[src/ldrs_pkg.sv]
// ----------------------------------------------------------------------------
// LOOK disk request scheduler package
// Command and status codes shared by the scheduler's files.
// ----------------------------------------------------------------------------
package ldrs_pkg;

   // Command carried by an input transaction.
   localparam logic CMD_ADD      = 1'b0;
   localparam logic CMD_DISPATCH = 1'b1;

   // Status carried by a result transaction.
   typedef enum logic [1:0] {
      STATUS_ADDED      = 2'd0,
      STATUS_FULL       = 2'd1,
      STATUS_DISPATCHED = 2'd2,
      STATUS_EMPTY      = 2'd3
   } status_type;

endpackage

[src/look_disk_request_scheduler_top.sv]
// An add moves up one place every entry above the new sector, at most QUEUE_DEPTH - 1 of them.
// A dispatch scans and compares entries, serves one, then moves the entries behind it down one
// place. Refusals and empty dispatches go straight to the response.
// One transaction at a time, paced by the queue memory.
// Synchronous reset empties the queue, puts the head at sector zero and sets the sweep downward.
// ----------------------------------------------------------------------------
// LOOK disk request scheduler
// Keeps pending requests sorted by start sector in a single memory and serves
// them in elevator order, one read-modify-write step per cycle.
// ----------------------------------------------------------------------------
module look_disk_request_scheduler_top
   import ldrs_pkg::*;
#(
   parameter int QUEUE_DEPTH = 32,
   parameter int SECTOR_BITS = 48,
   parameter int LENGTH_BITS = 16
) (
   input  logic                                 clock,
   input  logic                                 reset,
   input  logic                                 req_valid,
   output logic                                 req_ready,
   input  logic                                 req_cmd,
   input  logic [SECTOR_BITS-1:0]               req_sector,
   input  logic [LENGTH_BITS-1:0]               req_length,
   output logic                                 rsp_valid,
   input  logic                                 rsp_ready,
   output logic [1:0]                           rsp_status,
   output logic [SECTOR_BITS-1:0]               rsp_out_sector,
   output logic [LENGTH_BITS-1:0]               rsp_out_length,
   output logic                                 rsp_sweep_up,
   output logic [$clog2(QUEUE_DEPTH+1)-1:0]     rsp_pending
);

   localparam int IDX_W   = $clog2(QUEUE_DEPTH);
   localparam int CNT_W   = $clog2(QUEUE_DEPTH + 1);
   localparam int ENTRY_W = SECTOR_BITS + LENGTH_BITS;

   typedef enum logic [2:0] {
      ST_IDLE,
      ST_ADD_CMP,
      ST_ADD_PUT,
      ST_SCAN_UP,
      ST_SCAN_DN,
      ST_DSP_ONE,
      ST_SHIFT,
      ST_RESP
   } state_type;

   state_type                state_ff, state_in;
   logic [CNT_W-1:0]         count_ff, count_in;
   logic [SECTOR_BITS-1:0]   head_ff, head_in;
   logic                     dir_up_ff, dir_up_in;
   logic [IDX_W-1:0]         idx_ff, idx_in;
   logic [SECTOR_BITS-1:0]   new_sec_ff, new_sec_in;
   logic [LENGTH_BITS-1:0]   new_len_ff, new_len_in;
   status_type               res_status_ff, res_status_in;
   logic [SECTOR_BITS-1:0]   res_sector_ff, res_sector_in;
   logic [LENGTH_BITS-1:0]   res_length_ff, res_length_in;
   logic                     rsp_valid_ff, rsp_valid_in;
   status_type               rsp_status_ff, rsp_status_in;
   logic [SECTOR_BITS-1:0]   rsp_sector_ff, rsp_sector_in;
   logic [LENGTH_BITS-1:0]   rsp_length_ff, rsp_length_in;
   logic                     rsp_dir_ff, rsp_dir_in;
   logic [CNT_W-1:0]         rsp_count_ff, rsp_count_in;

   // Queue memory: one write and one registered read per cycle.
   logic [ENTRY_W-1:0]       queue_mem_ff [QUEUE_DEPTH];
   logic [ENTRY_W-1:0]       rd_data_ff;
   logic [IDX_W-1:0]         rd_addr;
   logic                     wr_en;
   logic [IDX_W-1:0]         wr_addr;
   logic [ENTRY_W-1:0]       wr_data;

   logic [SECTOR_BITS-1:0]   rd_sec;
   logic [LENGTH_BITS-1:0]   rd_len;
   logic [IDX_W-1:0]         last_idx;
   logic                     take;

   assign rd_sec   = rd_data_ff[ENTRY_W-1:LENGTH_BITS];
   assign rd_len   = rd_data_ff[LENGTH_BITS-1:0];
   assign last_idx = IDX_W'(count_ff - CNT_W'(1));

   assign req_ready      = (state_ff == ST_IDLE);
   assign rsp_valid      = rsp_valid_ff;
   assign rsp_status     = rsp_status_ff;
   assign rsp_out_sector = rsp_sector_ff;
   assign rsp_out_length = rsp_length_ff;
   assign rsp_sweep_up   = rsp_dir_ff;
   assign rsp_pending    = rsp_count_ff;

   always_comb begin
      state_in      = state_ff;
      count_in      = count_ff;
      head_in       = head_ff;
      dir_up_in     = dir_up_ff;
      idx_in        = idx_ff;
      new_sec_in    = new_sec_ff;
      new_len_in    = new_len_ff;
      res_status_in = res_status_ff;
      res_sector_in = res_sector_ff;
      res_length_in = res_length_ff;
      rsp_valid_in  = rsp_valid_ff && !rsp_ready;
      rsp_status_in = rsp_status_ff;
      rsp_sector_in = rsp_sector_ff;
      rsp_length_in = rsp_length_ff;
      rsp_dir_in    = rsp_dir_ff;
      rsp_count_in  = rsp_count_ff;
      rd_addr       = '0;
      wr_en         = 1'b0;
      wr_addr       = '0;
      wr_data       = '0;
      take          = 1'b0;

      case (state_ff)
         ST_IDLE: begin
            if (req_valid) begin
               new_sec_in    = req_sector;
               new_len_in    = req_length;
               res_sector_in = '0;
               res_length_in = '0;
               if (req_cmd == CMD_ADD) begin
                  res_status_in = STATUS_ADDED;
                  if (count_ff == CNT_W'(QUEUE_DEPTH)) begin
                     res_status_in = STATUS_FULL;
                     state_in      = ST_RESP;
                  end else if (count_ff == '0) begin
                     wr_en    = 1'b1;
                     wr_addr  = '0;
                     wr_data  = {req_sector, req_length};
                     count_in = count_ff + CNT_W'(1);
                     state_in = ST_RESP;
                  end else begin
                     // Walk down from the top entry, moving larger sectors up.
                     rd_addr  = last_idx;
                     idx_in   = IDX_W'(count_ff);
                     state_in = ST_ADD_CMP;
                  end
               end else begin
                  if (count_ff == '0) begin
                     res_status_in = STATUS_EMPTY;
                     state_in      = ST_RESP;
                  end else if (count_ff == CNT_W'(1)) begin
                     rd_addr  = '0;
                     idx_in   = '0;
                     state_in = ST_DSP_ONE;
                  end else if (dir_up_ff) begin
                     rd_addr  = '0;
                     idx_in   = '0;
                     state_in = ST_SCAN_UP;
                  end else begin
                     rd_addr  = last_idx;
                     idx_in   = last_idx;
                     state_in = ST_SCAN_DN;
                  end
               end
            end
         end

         ST_ADD_CMP: begin
            // The read data is the entry just below slot idx_ff.
            wr_en   = 1'b1;
            wr_addr = idx_ff;
            if (rd_sec > new_sec_ff) begin
               wr_data = rd_data_ff;
               idx_in  = idx_ff - 1'b1;
               if (idx_ff == IDX_W'(1)) begin
                  state_in = ST_ADD_PUT;
               end else begin
                  rd_addr = idx_ff - 1'b1 - 1'b1;
               end
            end else begin
               wr_data  = {new_sec_ff, new_len_ff};
               count_in = count_ff + CNT_W'(1);
               state_in = ST_RESP;
            end
         end

         ST_ADD_PUT: begin
            wr_en    = 1'b1;
            wr_addr  = idx_ff;
            wr_data  = {new_sec_ff, new_len_ff};
            count_in = count_ff + CNT_W'(1);
            state_in = ST_RESP;
         end

         ST_SCAN_UP: begin
            if (rd_sec > head_ff) begin
               take = 1'b1;
            end else if (idx_ff == last_idx) begin
               // Nothing ahead: reverse and serve the highest entry.
               take      = 1'b1;
               dir_up_in = 1'b0;
            end else begin
               rd_addr = idx_ff + 1'b1;
               idx_in  = idx_ff + 1'b1;
            end
         end

         ST_SCAN_DN: begin
            if (rd_sec < head_ff) begin
               take = 1'b1;
            end else if (idx_ff == '0) begin
               // Nothing ahead: reverse and serve the lowest entry.
               take      = 1'b1;
               dir_up_in = 1'b1;
            end else begin
               rd_addr = idx_ff - 1'b1;
               idx_in  = idx_ff - 1'b1;
            end
         end

         ST_DSP_ONE: begin
            take = 1'b1;
         end

         ST_SHIFT: begin
            wr_en   = 1'b1;
            wr_addr = idx_ff;
            wr_data = rd_data_ff;
            if ((CNT_W'(idx_ff) + CNT_W'(2)) < count_ff) begin
               rd_addr = IDX_W'(CNT_W'(idx_ff) + CNT_W'(2));
               idx_in  = idx_ff + 1'b1;
            end else begin
               count_in = count_ff - CNT_W'(1);
               state_in = ST_RESP;
            end
         end

         ST_RESP: begin
            if (!rsp_valid_ff || rsp_ready) begin
               rsp_valid_in  = 1'b1;
               rsp_status_in = res_status_ff;
               rsp_sector_in = res_sector_ff;
               rsp_length_in = res_length_ff;
               rsp_dir_in    = dir_up_ff;
               rsp_count_in  = count_ff;
               state_in      = ST_IDLE;
            end
         end

         default: begin
            state_in = ST_IDLE;
         end
      endcase

      // Serve the entry in the read register, then close the gap behind it.
      if (take) begin
         res_status_in = STATUS_DISPATCHED;
         res_sector_in = rd_sec;
         res_length_in = rd_len;
         head_in       = rd_sec + SECTOR_BITS'(rd_len);
         if ((CNT_W'(idx_ff) + CNT_W'(1)) < count_ff) begin
            rd_addr  = IDX_W'(CNT_W'(idx_ff) + CNT_W'(1));
            state_in = ST_SHIFT;
         end else begin
            count_in = count_ff - CNT_W'(1);
            state_in = ST_RESP;
         end
      end
   end

   always_ff @(posedge clock) begin
      if (reset) begin
         state_ff     <= ST_IDLE;
         count_ff     <= '0;
         head_ff      <= '0;
         dir_up_ff    <= 1'b0;
         rsp_valid_ff <= 1'b0;
      end else begin
         state_ff     <= state_in;
         count_ff     <= count_in;
         head_ff      <= head_in;
         dir_up_ff    <= dir_up_in;
         rsp_valid_ff <= rsp_valid_in;
      end
      idx_ff        <= idx_in;
      new_sec_ff    <= new_sec_in;
      new_len_ff    <= new_len_in;
      res_status_ff <= res_status_in;
      res_sector_ff <= res_sector_in;
      res_length_ff <= res_length_in;
      rsp_status_ff <= rsp_status_in;
      rsp_sector_ff <= rsp_sector_in;
      rsp_length_ff <= rsp_length_in;
      rsp_dir_ff    <= rsp_dir_in;
      rsp_count_ff  <= rsp_count_in;
   end

   always_ff @(posedge clock) begin
      if (wr_en) begin
         queue_mem_ff[wr_addr] <= wr_data;
      end
      rd_data_ff <= queue_mem_ff[rd_addr];
   end

`ifndef NO_ASSERTIONS
   a_count_bound: assert property (@(posedge clock) disable iff (reset)
      count_ff <= CNT_W'(QUEUE_DEPTH))
      else $error("pending count exceeds the queue depth");

   a_write_in_range: assert property (@(posedge clock) disable iff (reset)
      wr_en |-> (CNT_W'(wr_addr) <= count_ff))
      else $error("queue write beyond the occupied region");

   a_rsp_from_resp: assert property (@(posedge clock) disable iff (reset)
      $rose(rsp_valid_ff) |-> $past(state_ff == ST_RESP))
      else $error("result transaction raised outside the response state");

   a_count_step: assert property (@(posedge clock) disable iff (reset)
      (state_ff != ST_IDLE) |=> (count_ff == $past(count_ff)) ||
         (count_ff == $past(count_ff) + CNT_W'(1)) ||
         (count_ff == $past(count_ff) - CNT_W'(1)))
      else $error("pending count changed by more than one");
`endif

endmodule

[config.mk]
export PLATFORM = sky130hd
export DESIGN_NAME = look_disk_request_scheduler_top
export DESIGN_NICKNAME = d
export VERILOG_FILES = /design/src/ldrs_pkg.sv /design/src/look_disk_request_scheduler_top.sv
export SDC_FILE = /design/constraint.sdc
export NUM_CORES = 2
export LEC_CHECK = 0
export BUFFER_PORTS_ARGS = -buffer_cell sky130_fd_sc_hd__buf_2
export CORE_MARGIN = 10
export CORE_UTILIZATION = 63
export CTS_CLUSTER_SIZE = 28
export DETAILED_ROUTE_END_ITERATION = 10
export PLACE_DENSITY = 0.8
export SYNTH_ARGS = -nofsm -noshare
export SYNTH_HDL_FRONTEND = slang
export SYNTH_SLANG_ARGS = --single-unit
[constraint.sdc]
create_clock -name clock -period 15 [get_ports clock]
set_input_delay 3.75 -clock clock [delete_from_list [all_inputs] [get_ports clock]]
set_output_delay 3.75 -clock clock [all_outputs]
set_load 0.03 [all_outputs]
## Yosys cells after proc, flatten, opt, wreduce, memory -nomap -nowiden

Memories as Yosys holds them, arrays and structs flattened. A register that Yosys moved wholly into a read port is not among the register bits.
Index checks and enable logic that the tools add are counted.

- Bits in registers: 267
- Memory bits (writable): 2048
- Input port bits: 69
- Output and inout bits: 75
- Word-level logic and storage cells: 164
- Memories: 1

Memories:

| name | depth | width | read ports | clocked after Yosys merged registers in | write ports | line | text |
|---|---|---|---|---|---|---|---|
| queue_mem_ff | 32 | 64 | 1 | 1 | 1 | look_disk_request_scheduler_top.sv:67 | `logic [ENTRY_W-1:0] queue_mem_ff [QUEUE_DEPTH];` |

- Add/sub/neg operators: 8
- $lt $le $gt $ge: 5
- Eq/ne operators: 27
- Muxes and demuxes: 87
- Reduce and logical (&&, ||, !) cells: 20

Operator list:

| kind | count |
|---|---|
| 64-bit two-way mux | 5 |
| 64-bit one-hot mux with 4 select lines | 1 |
| 48-bit two-way mux | 3 |
| 5-bit two-way mux | 28 |
| 48-bit greater-than comparator | 2 |
| 5-bit one-hot mux with 5 select lines | 2 |
| 48-bit by 16-bit adder with 48-bit output | 1 |
| 48-bit less-than comparator | 1 |
| 16-bit two-way mux | 3 |
| 6-bit two-way mux | 8 |
| 3-bit two-way mux | 12 |
| 6-bit one-hot mux with 4 select lines | 1 |
| 2-bit inequality test, second input constant | 10 |
| 1-bit two-way mux | 18 |
| 3-bit one-hot mux with 5 select lines | 1 |
| 3-bit equality test, second input constant | 4 |
| 6-bit less-than comparator | 2 |
| 10-bit AND reduction | 1 |
| 5-bit AND reduction | 2 |
| 5-bit by 1-bit subtractor with 5-bit output, second input constant | 2 |
| 3-bit inequality test, second input constant | 3 |
| 5-bit by 1-bit adder with 6-bit output, second input constant | 1 |
| 5-bit by 2-bit adder with 6-bit output, second input constant | 1 |
| 6-bit by 1-bit adder with 6-bit output, second input constant | 1 |
| other kinds (26) | 34 |

## Depth between registers and ports, before layout

- Word-level depth: 9
- Depth in mapped cells: 20
- Gate-level depth less buffers: 15

## Worst setup path after synthesis

No wires, ideal clock.

- Kind: reg-to-reg
- From: register idx_ff[3]
- To: memory queue_mem_ff[4][0] (netlist bit), enable pin
- Library setup time: 829 ps
- Data arrival time: 11134 ps
- Data required time: 14171 ps
- Slack: 3036 ps
- Stages on the path, launching flop included: 5
- Path buffers: 2
- Period minus slack after synthesis: 11964 ps
- Cells stage by stage: edfxtp_1 > clkbuf_1 > clkbuf_1 > or3_1 > a2111oi_0

- Cells in the longest elaborated chain, start to end: 1

Ends and longest elaborated chain:

| item | line | text |
|---|---|---|
| start: declaration | look_disk_request_scheduler_top.sv:53 | `logic [IDX_W-1:0] idx_ff, idx_in;` |
| start signal: assignment | look_disk_request_scheduler_top.sv:276 | `idx_ff <= idx_in;` |
| 5-bit two-way mux | -- |  |
| end: declaration | look_disk_request_scheduler_top.sv:67 |  |

Every way passes these cells.

## Worst setup path in the final report

- From: input port req_cmd
- To: register rd_data_ff[53] (read register of queue_mem_ff)

- Cells in the longest elaborated chain, start to end: 5

Ends and longest elaborated chain:

| item | line | text |
|---|---|---|
| start: declaration | look_disk_request_scheduler_top.sv:22 | `input logic req_cmd,` |
| 5-bit two-way mux * | look_disk_request_scheduler_top.sv:121 | `if (req_cmd == CMD_ADD) begin` |
| 5-bit two-way mux * | look_disk_request_scheduler_top.sv:116 | `if (req_valid) begin` |
| 5-bit one-hot mux with 5 select lines * | look_disk_request_scheduler_top.sv:114 | `case (state_ff)` |
| 5-bit two-way mux | look_disk_request_scheduler_top.sv:252 | `if ((CNT_W'(idx_ff) + CNT_W'(1)) < count_ff) begin` |
| 5-bit two-way mux * | look_disk_request_scheduler_top.sv:247 | `if (take) begin` |
| end: declaration | look_disk_request_scheduler_top.sv:68 | `logic [ENTRY_W-1:0] rd_data_ff;` |

Mark *: on every way between the ends. The rest lies on a longest branch, timed or not.
A chain may end at the register's enable or synchronous reset.

==> results.toml <==
[setup_path]
path_max_fanout = 66
required_ns = 15.72
critPathLaunchType = "primary input"
end_kind = "flip-flop"
critical_path.cell_chain = "buf_2, nand2_1, and3_1, a211oi_1, nor2b_1, a41o_1, a2111o_1, a211oi_4, buf_4, and2_4, buf_4, buf_4, a31oi_1, o211ai_1, nand4_1"
worst_path_largest_cell_delay_ns = 0.91
crit_path_start = "req_cmd"
timing.critical_path.arrival_ns = 9.28
critPathSlowestCell = "buf_4"
reg2regPathDepth = 16
r2r_slack_ns = 7.35
critical_path_class = "in2reg"
cp_common_cell = "buf_4"
reg2reg_to = "rd_data_ff[53]"
r2r-start = "rd_data_ff[49]"

[timing]
fin_crit_sh = 0.5707
worst_pin_slew_ns = 1.330
slew_violations = 0
fin_ws_ns = 6.440
setup_viol = 0
fin_crit_ns = 8.560
hold_viol_final = 0
fin_skew_ns = 0.03840
rsz0062_at_grt = "no"
fin_setup_tns_ns = 0
fmax_mhz = 116.8
slew_headroom = 0.1038

[routing]
viasPerCell = 6.782
first_iter_violations = 10710
vias = 60970
drc_errors = 0
route.detailed.wl_per_inst_um = 30.27
finalWirelength_um = 272200
ant_nets = 0
dr.pass1.iters = 9

[yosys]
yosysWarnings = 0
async_flop_share = 0
synth_edf_count = 2254
synth-seq-area-share = 0.7285
syn_inst = 6584
ys_types = 72
synth_ff_type = "edfxtp_1"
ys_ff_latch = 2379
syn-num-nets = 6791
synth_area_sq_um = 96340
avgSynthCellArea_sq_um = 14.63

[global_routing]
gr-usage-met3 = 0.09705
grt_first_pass_wirelength_um = 389300
grt_max_degree = 206
grt-busiest-layer = "met2"
track_usage = 0.3136
grt_pass1_vias = 58240
grt_use_met2 = 0.4696
antenna_found_initial = 16
grt-ovfl-total = 0
grt_use_met1 = 0.4151

[floorplan]
start_util = 0.6342
die_w_um = 411.1
ios = 144
num_rows = 143
dieArea_sq_um = 169000
core_sq_um = 151900
die_h_um = 411.1

[clock_network]
clkTransAtPathRegs_ns = 0.06
cts_made_buffers = 219
clockBufferDepth = 3
postCtsSetupRepairBufs = 0
cts_tree = "built"
cts_hold_buf = 0
clk_latency_ns = 0.87
cts_root_buffer = "clkbuf_16"
cts_sinks = 2379
cts_resized = 0
h-tree-depth = 4

[placement]
dp_slack_ns = 5.851
dp_hpwl_um = 143700
portBuffers = 143
gp_congestion = 0.8960

[final_layout]
final_cell_mix = "edfxtp_1 (2254), nand2_1 (1146), mux2i_1 (780)"
layout_commonest_cell = "edfxtp_1"
area_growth_pct = 11.01
num-nets-final = 6968
drive_above_1_share = 0.1044

[job]
maxCapViolations = 0

[min_path]
worst_hold_path.endpoint = "rsp_out_sector[35]"
min_path_cells = 0
min_path_type = "reg2reg"
worstHoldStart = "res_sector_ff[35]"

[outcome]
status = "finished clean"
worst max path at each step:
stage | depth (start not counted) | slack (ns) | end
after global routing | 15 | 6.37 | rd_data_ff[49]
final | 15 | 6.44 | rd_data_ff[53]
after floorplan | 4 | 3.04 | queue_mem_ff[4][0]
after detailed placement | 15 | 5.85 | rd_data_ff[53]
after CTS | 15 | 6.73 | rd_data_ff[53]
after global placement | 15 | 6.01 | rd_data_ff[52]
sequential cells by signal (all words and copies together) (netlist names):
signal	count
rsp_out_sector	48
rd_data_ff	64
res_status_ff	2
dir_up_ff	1
new_len_ff	16
rsp_out_length	16
idx_ff	5
head_ff	48
res_length_ff	16
rsp_sweep_up	1
res_sector_ff	48
queue_mem_ff	2048
new_sec_ff	48
rsp_pending	6
rsp_valid	1
rsp_status	2
count_ff	6
state_ff	3
metrics by stage:
| stage | area [sq um] | std cells | hold slack [ns] | util |
|---|---|---|---|---|
| after global routing | 106900 | 8982 | 0.4246 | 0.7039 |
| final | 106900 | 8990 | 0.4163 | 0.7041 |
| after CTS | 106900 | 8981 | 0.4166 | 0.7039 |
| after global placement | 99870 | 8569 | 0.4024 | 0.6575 |
| after floorplan | 96340 | 6584 | 0.4003 | - |
| after detailed placement | 99880 | 8570 | 0.4045 | 0.6575 |
critical path: cells and delay by family:
family | cells | cell delay [ns]
compound gates | 6 | 1.39
buf+inv | 4 | 2.67
simple gates | 5 | 1.28
cell usage after synthesis (84+ instances only):
| cell | number | area share |
|---|---|---|
| dfxtp_1 | 125 | 0.026 |
| a21oi_1 | 92 | 0.0048 |
| nand3_1 | 425 | 0.022 |
| ha_1 | 137 | 0.018 |
| mux2i_1 | 780 | 0.081 |
| edfxtp_1 | 2254 | 0.70 |
| buf_2 | 144 | 0.0075 |
| o21ai_0 | 84 | 0.0044 |
| a32oi_1 | 128 | 0.012 |
| a31oi_1 | 136 | 0.0088 |
| nor2_1 | 127 | 0.0049 |
| inv_1 | 119 | 0.0046 |
| clkbuf_1 | 197 | 0.0077 |
| o211ai_1 | 132 | 0.010 |
| nand4_1 | 87 | 0.0056 |
| nand2_1 | 1148 | 0.045 |
per-layer routing:
layer | part of all wire | vias up
li1 | - | 25330
met1 | 0.34 | 29610
met2 | 0.44 | 4991
met3 | 0.16 | 1021
met4 | 0.058 | 16
met5 | 0.00042 | -
cell type report:
type / instances / area (sq um)
antenna: 9 / 22.52
inverter: 123 / 464.2
fill: 9214 / 44960
tap: 2030 / 2540
clock inverter: 126 / 1121
multi-input combinational: 3706 / 24470
sequential: 2379 / 70190
clock buffer: 285 / 5921
timing repair buffer: 332 / 2222
kinds of logic (layout without fill, tap and decap cells):
logic type                 Yosys count  after routing  share of synthesized area
other                                0              9                          0
adders and majority gates          138            138                    0.01800
AOI/OAI and AO/OA                  763            763                    0.05560
DFF                               2379           2379                     0.7285
muxes                              781            781                    0.08116
and+or+nand+nor                   1964           1964                    0.08921
xor gates and xnor gates            60             60                   0.005598
buffers and inverters              499            866                    0.02190
Power is not shown: default switching activity piles up to over one toggle a cycle in this logic, so the estimate is an artifact.
